### config.mk
export PLATFORM = sky130hd
export DESIGN_NAME = bank_switch_irq_mapper_core
export DESIGN_NICKNAME = d
export VERILOG_FILES = /design/src/hdl/bsim_pkg.sv /design/src/hdl/bank_switch_irq_mapper_core.sv /design/src/hdl/bsim_decode.sv /design/src/hdl/bsim_state.sv
export SDC_FILE = /design/constraint.sdc
export NUM_CORES = 1
export LEC_CHECK = 0
export BUFFER_PORTS_ARGS = -buffer_cell sky130_fd_sc_hd__buf_4
export CAP_MARGIN = 10
export CORE_AREA = 8 8 171 173
export DETAILED_ROUTE_END_ITERATION = 7
export DIE_AREA = 0 0 179 181
export PLACE_DENSITY = 0.55
export SKIP_LAST_GASP = 1
export SLEW_MARGIN = 20
export SYNTH_ARGS = -nofsm -noshare
export SYNTH_HDL_FRONTEND = slang
export SYNTH_SLANG_ARGS = --single-unit
### constraint.sdc
create_clock -name aclk -period 5.12 [get_ports aclk]
set_input_delay 1.024 -clock aclk [delete_from_list [all_inputs] [get_ports aclk]]
set_output_delay 1.024 -clock aclk [all_outputs]
set_load 0.02 [all_outputs]
### src/hdl/bsim_pkg.sv
// ----------------------------------------------------------------------------
// Bank switch IRQ mapper package
// Shared types, decode codes and helper functions for the mapper core.
// ----------------------------------------------------------------------------
package bsim_pkg;

    localparam logic CMD_WRITE = 1'b0;
    localparam logic CMD_TICK  = 1'b1;

    localparam int PRG_DEPTH = 3;
    localparam int CHR_DEPTH = 8;
    localparam int RLD_DEPTH = 4;

    typedef enum logic [2:0] {
        OP_NONE,
        OP_PRG,
        OP_CHR,
        OP_RELOAD,
        OP_LOAD,
        OP_CTRL,
        OP_MIRROR,
        OP_TICK
    } op_t;

    typedef enum logic [1:0] {
        WSEL_16 = 2'd0,
        WSEL_12 = 2'd1,
        WSEL_8  = 2'd2,
        WSEL_4  = 2'd3
    } wsel_t;

    typedef struct packed {
        op_t        op;
        logic [2:0] slot;
        logic       high;
        logic [1:0] nib_sel;
        logic [3:0] nib;
    } dec_t;

    typedef struct packed {
        logic        bank_write;
        logic        bank_is_chr;
        logic [2:0]  bank_slot;
        logic [7:0]  bank_number;
        logic        mirror_write;
        logic [1:0]  mirror_mode;
        logic        irq_raise;
        logic        irq_clear;
        logic [15:0] counter_now;
    } res_t;

    function automatic logic [15:0] width_mask(wsel_t sel);
        logic [15:0] m;
        case (sel)
            WSEL_16: m = 16'hFFFF;
            WSEL_12: m = 16'h0FFF;
            WSEL_8:  m = 16'h00FF;
            WSEL_4:  m = 16'h000F;
            default: m = 16'hFFFF;
        endcase
        return m;
    endfunction

    function automatic logic [7:0] merge_nibble(logic [7:0] old, logic [3:0] nib,
                                                logic high);
        return high ? {nib, old[3:0]} : {old[7:4], nib};
    endfunction

endpackage

### src/hdl/bank_switch_irq_mapper_core.sv
// A word accepted on s_ passes through the input register and then the result register to m_.
// Throughput: one word per cycle while m_ready is high; the input register and the result register
// each move whenever the next stage can take their content.
// The mapper state is read and updated in the single pass between the two.
// Reset (aresetn low, synchronous) clears all bank, reload and counter state
// and empties both registers.
// ----------------------------------------------------------------------------
// Bank switch IRQ mapper core
// Input register, decode and state update, and result register.
// ----------------------------------------------------------------------------
module bank_switch_irq_mapper_core (
    input  logic        aclk,
    input  logic        aresetn,
    input  logic        s_valid,
    output logic        s_ready,
    input  logic        s_cmd,
    input  logic [15:0] s_addr,
    input  logic [7:0]  s_wdata,
    output logic        m_valid,
    input  logic        m_ready,
    output logic        m_bank_write,
    output logic        m_bank_is_chr,
    output logic [2:0]  m_bank_slot,
    output logic [7:0]  m_bank_number,
    output logic        m_mirror_write,
    output logic [1:0]  m_mirror_mode,
    output logic        m_irq_raise,
    output logic        m_irq_clear,
    output logic [15:0] m_counter_now
);

    logic           in_valid_reg;
    logic           cmd_reg;
    logic [15:0]    addr_reg;
    logic [7:0]     wdata_reg;
    logic           out_valid_reg;
    bsim_pkg::res_t res_reg;
    bsim_pkg::res_t res_next;
    bsim_pkg::dec_t dec;
    logic           advance;

    assign advance = in_valid_reg && (!out_valid_reg || m_ready);
    assign s_ready = !in_valid_reg || advance;

    always_ff @(posedge aclk) begin
        if (!aresetn) begin
            in_valid_reg <= 1'b0;
        end else if (s_ready) begin
            in_valid_reg <= s_valid;
        end
    end

    always_ff @(posedge aclk) begin
        if (s_valid && s_ready) begin
            cmd_reg   <= s_cmd;
            addr_reg  <= s_addr;
            wdata_reg <= s_wdata;
        end
    end

    bsim_decode u_decode (
        .cmd   (cmd_reg),
        .addr  (addr_reg),
        .wdata (wdata_reg),
        .dec   (dec)
    );

    bsim_state u_state (
        .aclk    (aclk),
        .aresetn (aresetn),
        .advance (advance),
        .dec     (dec),
        .res     (res_next)
    );

    always_ff @(posedge aclk) begin
        if (!aresetn) begin
            out_valid_reg <= 1'b0;
        end else if (advance) begin
            out_valid_reg <= 1'b1;
        end else if (m_ready) begin
            out_valid_reg <= 1'b0;
        end
    end

    always_ff @(posedge aclk) begin
        if (advance) begin
            res_reg <= res_next;
        end
    end

    assign m_valid        = out_valid_reg;
    assign m_bank_write   = res_reg.bank_write;
    assign m_bank_is_chr  = res_reg.bank_is_chr;
    assign m_bank_slot    = res_reg.bank_slot;
    assign m_bank_number  = res_reg.bank_number;
    assign m_mirror_write = res_reg.mirror_write;
    assign m_mirror_mode  = res_reg.mirror_mode;
    assign m_irq_raise    = res_reg.irq_raise;
    assign m_irq_clear    = res_reg.irq_clear;
    assign m_counter_now  = res_reg.counter_now;

endmodule

### src/hdl/bsim_decode.sv
// ----------------------------------------------------------------------------
// Bank switch IRQ mapper address decoder
// Turns one registered input word into an operation code and its operands.
// ----------------------------------------------------------------------------
module bsim_decode (
    input  logic               cmd,
    input  logic [15:0]        addr,
    input  logic [7:0]         wdata,
    output bsim_pkg::dec_t     dec
);

    logic [3:0] top;
    logic [3:0] chr_base;

    assign top      = addr[15:12];
    assign chr_base = top - 4'hA;

    always_comb begin
        dec         = '0;
        dec.op      = bsim_pkg::OP_NONE;
        dec.high    = addr[0];
        dec.nib_sel = addr[1:0];
        dec.nib     = wdata[3:0];
        if (cmd == bsim_pkg::CMD_TICK) begin
            dec.op = bsim_pkg::OP_TICK;
        end else begin
            case (top) inside
                4'h8: begin
                    dec.op   = bsim_pkg::OP_PRG;
                    dec.slot = {2'b00, addr[1]};
                end
                4'h9: begin
                    if (!addr[1]) begin
                        dec.op   = bsim_pkg::OP_PRG;
                        dec.slot = 3'd2;
                    end
                end
                [4'hA:4'hD]: begin
                    dec.op   = bsim_pkg::OP_CHR;
                    dec.slot = {chr_base[1:0], addr[1]};
                end
                4'hE: begin
                    dec.op = bsim_pkg::OP_RELOAD;
                end
                4'hF: begin
                    case (addr[1:0])
                        2'd0:    dec.op = bsim_pkg::OP_LOAD;
                        2'd1:    dec.op = bsim_pkg::OP_CTRL;
                        2'd2:    dec.op = bsim_pkg::OP_MIRROR;
                        default: dec.op = bsim_pkg::OP_NONE;
                    endcase
                end
                default: dec.op = bsim_pkg::OP_NONE;
            endcase
        end
    end

endmodule

### src/hdl/bsim_state.sv
// ----------------------------------------------------------------------------
// Bank switch IRQ mapper register file and IRQ counter
// Holds the bank, reload and counter state and forms the result of one word.
// ----------------------------------------------------------------------------
module bsim_state (
    input  logic               aclk,
    input  logic               aresetn,
    input  logic               advance,
    input  bsim_pkg::dec_t     dec,
    output bsim_pkg::res_t     res
);

    logic [7:0]      prg_reg [bsim_pkg::PRG_DEPTH];
    logic [7:0]      prg_next [bsim_pkg::PRG_DEPTH];
    logic [7:0]      chr_reg [bsim_pkg::CHR_DEPTH];
    logic [7:0]      chr_next [bsim_pkg::CHR_DEPTH];
    logic [3:0]      rld_reg [bsim_pkg::RLD_DEPTH];
    logic [3:0]      rld_next [bsim_pkg::RLD_DEPTH];
    logic [15:0]     count_reg;
    logic [15:0]     count_next;
    bsim_pkg::wsel_t wsel_reg;
    bsim_pkg::wsel_t wsel_next;
    logic            en_reg;
    logic            en_next;

    logic [15:0]     mask;
    logic [15:0]     low;
    logic [7:0]      old_prg;
    logic [7:0]      new_bank;

    assign mask = bsim_pkg::width_mask(wsel_reg);
    assign low  = ((count_reg & mask) - 16'd1) & mask;

    always_comb begin
        case (dec.slot[1:0])
            2'd0:    old_prg = prg_reg[0];
            2'd1:    old_prg = prg_reg[1];
            2'd2:    old_prg = prg_reg[2];
            default: old_prg = '0;
        endcase
    end

    always_comb begin
        prg_next   = prg_reg;
        chr_next   = chr_reg;
        rld_next   = rld_reg;
        count_next = count_reg;
        wsel_next  = wsel_reg;
        en_next    = en_reg;
        new_bank   = '0;
        res        = '0;
        case (dec.op)
            bsim_pkg::OP_PRG: begin
                new_bank = bsim_pkg::merge_nibble(old_prg, dec.nib, dec.high);
                prg_next[dec.slot[1:0]] = new_bank;
                res.bank_write  = 1'b1;
                res.bank_slot   = dec.slot;
                res.bank_number = new_bank;
            end
            bsim_pkg::OP_CHR: begin
                new_bank = bsim_pkg::merge_nibble(chr_reg[dec.slot], dec.nib, dec.high);
                chr_next[dec.slot] = new_bank;
                res.bank_write  = 1'b1;
                res.bank_is_chr = 1'b1;
                res.bank_slot   = dec.slot;
                res.bank_number = new_bank;
            end
            bsim_pkg::OP_RELOAD: begin
                rld_next[dec.nib_sel] = dec.nib;
            end
            bsim_pkg::OP_LOAD: begin
                count_next    = {rld_reg[3], rld_reg[2], rld_reg[1], rld_reg[0]};
                res.irq_clear = 1'b1;
            end
            bsim_pkg::OP_CTRL: begin
                en_next = dec.nib[0];
                if (dec.nib[3]) begin
                    wsel_next = bsim_pkg::WSEL_4;
                end else if (dec.nib[2]) begin
                    wsel_next = bsim_pkg::WSEL_8;
                end else if (dec.nib[1]) begin
                    wsel_next = bsim_pkg::WSEL_12;
                end else begin
                    wsel_next = bsim_pkg::WSEL_16;
                end
                res.irq_clear = 1'b1;
            end
            bsim_pkg::OP_MIRROR: begin
                res.mirror_write = 1'b1;
                res.mirror_mode  = dec.nib[1:0];
            end
            bsim_pkg::OP_TICK: begin
                if (en_reg) begin
                    count_next    = (count_reg & ~mask) | low;
                    res.irq_raise = (low == 16'd0);
                end
            end
            default: begin
            end
        endcase
        res.counter_now = count_next;
    end

    always_ff @(posedge aclk) begin
        if (!aresetn) begin
            prg_reg   <= '{default: '0};
            chr_reg   <= '{default: '0};
            rld_reg   <= '{default: '0};
            count_reg <= '0;
            wsel_reg  <= bsim_pkg::WSEL_16;
            en_reg    <= 1'b0;
        end else if (advance) begin
            prg_reg   <= prg_next;
            chr_reg   <= chr_next;
            rld_reg   <= rld_next;
            count_reg <= count_next;
            wsel_reg  <= wsel_next;
            en_reg    <= en_next;
        end
    end

endmodule

Yosys cells after proc, flatten, opt, wreduce, memory -nomap -nowiden. Cells that the tools add are included.

Input port bits: 29. Bits in registers: 180. Output and inout port bits: 36. Logic and storage cells: 130.

Bitwise logic cells: 8. Muxes and demuxes: 40. Add/subtract/negate cells: 2. Reductions and logical operators: 22. $lt $le $gt $ge: 8. Eq/ne operators: 18.

Operator list (number): $bwmux 64 (1); $pmux 16 s4 (1); $and 16x16->16 (3); $mux 8 (6); $mux 3 (11); $pmux 16 s2 (1); $bmux 8 s3 (1); $bwmux 24 (1); $demux 8 s3 (1); $pmux 8 s3 (1); $pmux 11 s2 (1); $bwmux 16 (1); $demux 8 s2 (1); $eq 4x4->1 const B (4); $logic_not 16->1 (1); $mux 16 (1); $not 16->16 (1); $or 16x16->16 (1); $sub 16x1->16 const B (1); $eq 3x3->1 const B (4); $reduce_and 2->1 (5); $pmux 3 s3 (1); $demux 4 s2 (1); $eq 2x2->1 const B (4); other kinds (20) (44).

Depth between registers and ports, before layout.
Depth in word-level cells: 12. Mapped depth: 10. Depth with buffers taken out: 8.

Cells and area by module. From an unflattened synthesis, not the netlist that was laid out.

Cells, all modules: 818. Area, all modules: 8463.1 µm².

By module, submodules not included: bsim_state (instances 1, seq. area each 2462.4 µm², cells an instance 722, area an instance 6419.9 µm²); bank_switch_irq_mapper_core (instances 1, seq. area each 1811.7 µm², cells an instance 68, area an instance 1875.5 µm²); bsim_decode (instances 1, seq. area each 0.0 µm², cells an instance 28, area an instance 167.7 µm²).

Least setup slack after synthesis. Ideal clock, no wire load.

Path kind: in2reg. Start: input port m_ready. End: register res_reg (netlist bit m_bank_is_chr), enable pin. Buffers on the path: 2. Arrival: 2.764 ns. Cell stages on the path: 5. Required time: 4.709 ns. Path slack: 1.945 ns. Setup time: 0.411 ns. Cell sequence: nor2b_1 > nand2b_1 > inv_1 > clkbuf_1 > clkbuf_1.

Longest elaborated chain between the ends: 2.

RTL lines: start: declaration (RTL line bank_switch_irq_mapper_core.sv:20) `input logic m_ready,`; $logic_or 1x1->1 (RTL line bank_switch_irq_mapper_core.sv:42) `assign advance = in_valid_reg && (!out_valid_reg || m_ready);`; $logic_and 1x1->1 (RTL line bank_switch_irq_mapper_core.sv:42); net advance (RTL line bank_switch_irq_mapper_core.sv:40) `logic advance;`; end signal: assignment (RTL line bank_switch_irq_mapper_core.sv:88) `res_reg <= res_next;`; end: declaration (RTL line bank_switch_irq_mapper_core.sv:37) `bsim_pkg::res_t res_reg;`.

The timed path passes the listed nets, and every way through them passes these cells. A chain may end at the register's enable or synchronous reset.

Worst setup path after layout.
Start: register cmd_reg. End: register res_reg (netlist bit m_bank_number[7]) (data pin).

Longest elaborated chain between the ends: 7. Elaborated cells on any way between the ends: 15. Classes of those cells: eq/ne: 4; mux: 9; bitwise: 1; reduce/logical: 1.

RTL lines: start: declaration (RTL line bank_switch_irq_mapper_core.sv:33) `logic cmd_reg;`; start signal: assignment (RTL line bank_switch_irq_mapper_core.sv:55) `cmd_reg <= s_cmd;`; $mux 3 (RTL line bsim_decode.sv:24) `if (cmd == bsim_pkg::CMD_TICK) begin`; $not 3->4 (not written as such) (RTL line bsim_state.sv:61) `new_bank = bsim_pkg::merge_nibble(chr_reg[dec.slot], dec.nib, dec.high);`; $bmux 8 s3 (RTL line bsim_state.sv:61); $mux 8 (not written as such) (2 in series) (RTL line bsim_state.sv:61); $mux 8 (RTL line bsim_pkg.sv:66) `return high ? {nib, old[3:0]} : {old[7:4], nib};`; $pmux 11 s2 * (RTL line bsim_state.sv:52) `case (dec.op)`.

Every way passes the cells marked *; elsewhere a longest branch is shown, timed or not. The select of a mux whose other input is x is not followed.

==> impl_metrics.csv <==
group,metric,value,unit
final_layout,final_nets,874,
clock_network,h-tree-depth,4,
floorplan,initial_core_util,0.2953,
placed_design,routabilityCongestion,0.8200,
status,status,"complete, no violations",
floorplan,core_area,26500,um2
power,leakage,3.186,nW
final_layout,largest_reg_flops,64,
drt,dr.pass1.iters,5,
drt,drtIter0Drc,597,
placed_design,dp_hpwl,14.72,mm
drt,wl_per_cell,18.15,um
synthesis,synth_cell_types,73,
synthesis,netlist_area,7825,um2
power,total_power,0.002929,W
hold_path,hold_class,"flip-flop to flip-flop",
worst_setup_path,worst-setup-path-type,"flip-flop to flip-flop",
timing,fin_setup_tns,0,ns
clock_network,clkSlewWorstSetupHoldPaths,0.07,ns
clock_network,cts_buffers,17,
synthesis,syn_avg_cell_area,9.496,um2
worst_setup_path,cp-start-kind,"flip-flop",
floorplan,die_y,181,um
job,cap_violations,0,
clock_network,clock_path_buffers,2,
timing,fmax,0.2854,GHz
clock_network,cts_tree,"done",
drt,detail-route-antenna-nets,0,
timing,worst_pin_slew,0.9258,ns
clock_network,clock_latency,0.44,ns
global_routing,grt_pass1_vias,5984,
drt,dr_total_vias,6313,
final_layout,syn_to_final_growth,14.95,%
timing,finalMaxSlewViolations,0,
synthesis,synth-seq-cells,170,
floorplan,die_width,179,um
placed_design,io_buffers,50,
global_routing,grt_pass1_wl,33.92,mm
global_routing,grt_max_degree,48,
final_layout,final_common_cell,"dfxtp_1",
power,vdd_drop_max,185.5,uV
clock_network,post_cts_buffers,0,
final_layout,layout_common_cells,"125 x dfxtp_1, 112 x nand2_1, 84 x nor2_1",
timing,setup_viol,0,
global_routing,antenna_found_initial,0,
drt,via_per_inst,5.274,
clock_network,cts-root-buf,"clkbuf_16",
worst_setup_path,crit_arrival,3.74,ns
timing,fin_crit,3.504,ns
final_layout,drive_above_1_share,0.1273,
synthesis,synth_edf_count,45,
clock_network,ctsHoldBuffers,0,
synthesis,yosysSeqAreaShare,0.4925,
floorplan,dieArea,32400,um2
timing,finalHoldViolations,0,
synthesis,syn_nets,855,
clock_network,postCtsResizedCells,0,
timing,slew_headroom,0.3805,
drt,wl,21.72,mm
timing,period_share,0.6844,
power,power_density,325.6,nW/um2
floorplan,ios,65,
final_layout,diodes,0,
synthesis,yosys_most_used_dff,"dfxtp_1",
global_routing,grt_overflow,0,
drt,drc,0,
worst_setup_path,critPathRequiredTime,5.35,ns
global_routing,track_usage,0.1335,
synthesis,synthArstFlopShare,0,
timing,fin_worst_skew,0.009954,ns
worst_setup_path,end_kind,"flip-flop",
synthesis,yosys_warnings,0,
synthesis,syn_inst,824,
worst_setup_path,worst-path-max-fanout,22,
timing,rsz0062_at_grt,"no",
clock_network,clock_sinks,170,
floorplan,rows,60,
## routing by layer
metal | vias to the layer above | GRT usage | share of wire | routed length [um]
met2 | 138 | 0.2194 | 0.48 | 10470
li1 | 3073 | - | - | -
met4 | 0 | 0.03771 | 0.012 | 251
met1 | 3086 | 0.1707 | 0.46 | 10000
met3 | 16 | 0.03128 | 0.046 | 1000
met5 | - | 0 | 0 | 0
## cell usage after synthesis (6+ instances only)
master     instances  area share
dfxtp_1          125        0.32
nand2_1          112       0.054
nor2_1            84       0.040
mux2i_1           57       0.073
edfxtp_1          45        0.17
clkbuf_1          37       0.018
o22ai_1           37       0.030
a21oi_1           34       0.022
nand3_1           27       0.017
o21ai_0           23       0.015
o2bb2ai_1         20       0.022
nor3_1            13      0.0083
a22o_1            12       0.013
buf_2             12      0.0077
o32ai_1           11       0.012
a221oi_1          10       0.011
nand4_1           10      0.0080
and2_1             9      0.0072
nand2b_1           9      0.0072
inv_1              8      0.0038
a211oi_1           7      0.0067
a31oi_1            6      0.0048
o211ai_1           6      0.0058
o31a_1             6      0.0067
xor2_1             6      0.0067
## layout make-up
cell class / instances / area (um2)
clock buffer: 20 / 457.9
clock inverter: 12 / 113.9
fill: 2731 / 17510
inverter: 12 / 45.04
multi-input combinational: 583 / 3655
sequential: 170 / 3854
tap: 341 / 426.7
timing repair buffer: 59 / 442.9
## per-stage QoR
stage	instance area (um2)	utilization	hold slack [ns]	cells	setup WS, ns
6_report	8995	0.3394	0.4630	1197	1.616
5_1_grt	8995	0.3394	0.4771	1197	1.494
4_1_cts	8995	0.3394	0.4662	1197	1.668
3_5_place_dp	8423	0.3178	0.4461	1165	1.483
3_3_place_gp	8423	0.3178	0.4444	1165	1.487
2_1_floorplan	7825	-	0.4317	824	1.945
## worst max-delay path: stages, from the launching register on
cell      delay (ns)
edfxtp_1        0.72
nand3b_1        0.39
or3_1           0.69
inv_2           0.39
nor3_1          0.09
o31a_1          0.41
or2_1           0.32
o21ai_1         0.27
## cell families after synthesis
group                      count (synthesis)  share of synthesized area
adders and majority gates                  2                   0.003197
and+or+nand+nor                          306                     0.1880
AOI/OAI and AO/OA                        207                     0.1906
buffers and inverters                     71                    0.04045
muxes                                     57                    0.07291
DFF                                      170                     0.4925
xor gates and xnor gates                  11                    0.01231
## report_power, final
| part | switching, W | internal [W] | total (W) | leakage, nW |
|---|---|---|---|---|
| clock | 0.000561 | 0.000703 | 0.00126 | 0.265 |
| combinational | 0.000157 | 0.0000771 | 0.000234 | 1.48 |
| sequential | 0.0000277 | 0.00140 | 0.00143 | 1.44 |
## path summary, 6_finish.rpt
kind	depth (start not counted)	endpoint	slack (ns)	start
max	7	m_bank_number[7]$_SDFFCE_PN0P_	1.62	cmd_reg$_DFFE_PP_
min	1	u_state.prg_reg[16]$_SDFFE_PN0P_	0.46	u_state.prg_reg[16]$_SDFFE_PN0P_
max reg2reg	7	m_bank_number[7]$_SDFFCE_PN0P_	1.62	cmd_reg$_DFFE_PP_
min reg2reg	1	u_state.prg_reg[16]$_SDFFE_PN0P_	0.46	u_state.prg_reg[16]$_SDFFE_PN0P_
(Power assumes the default switching activity.)
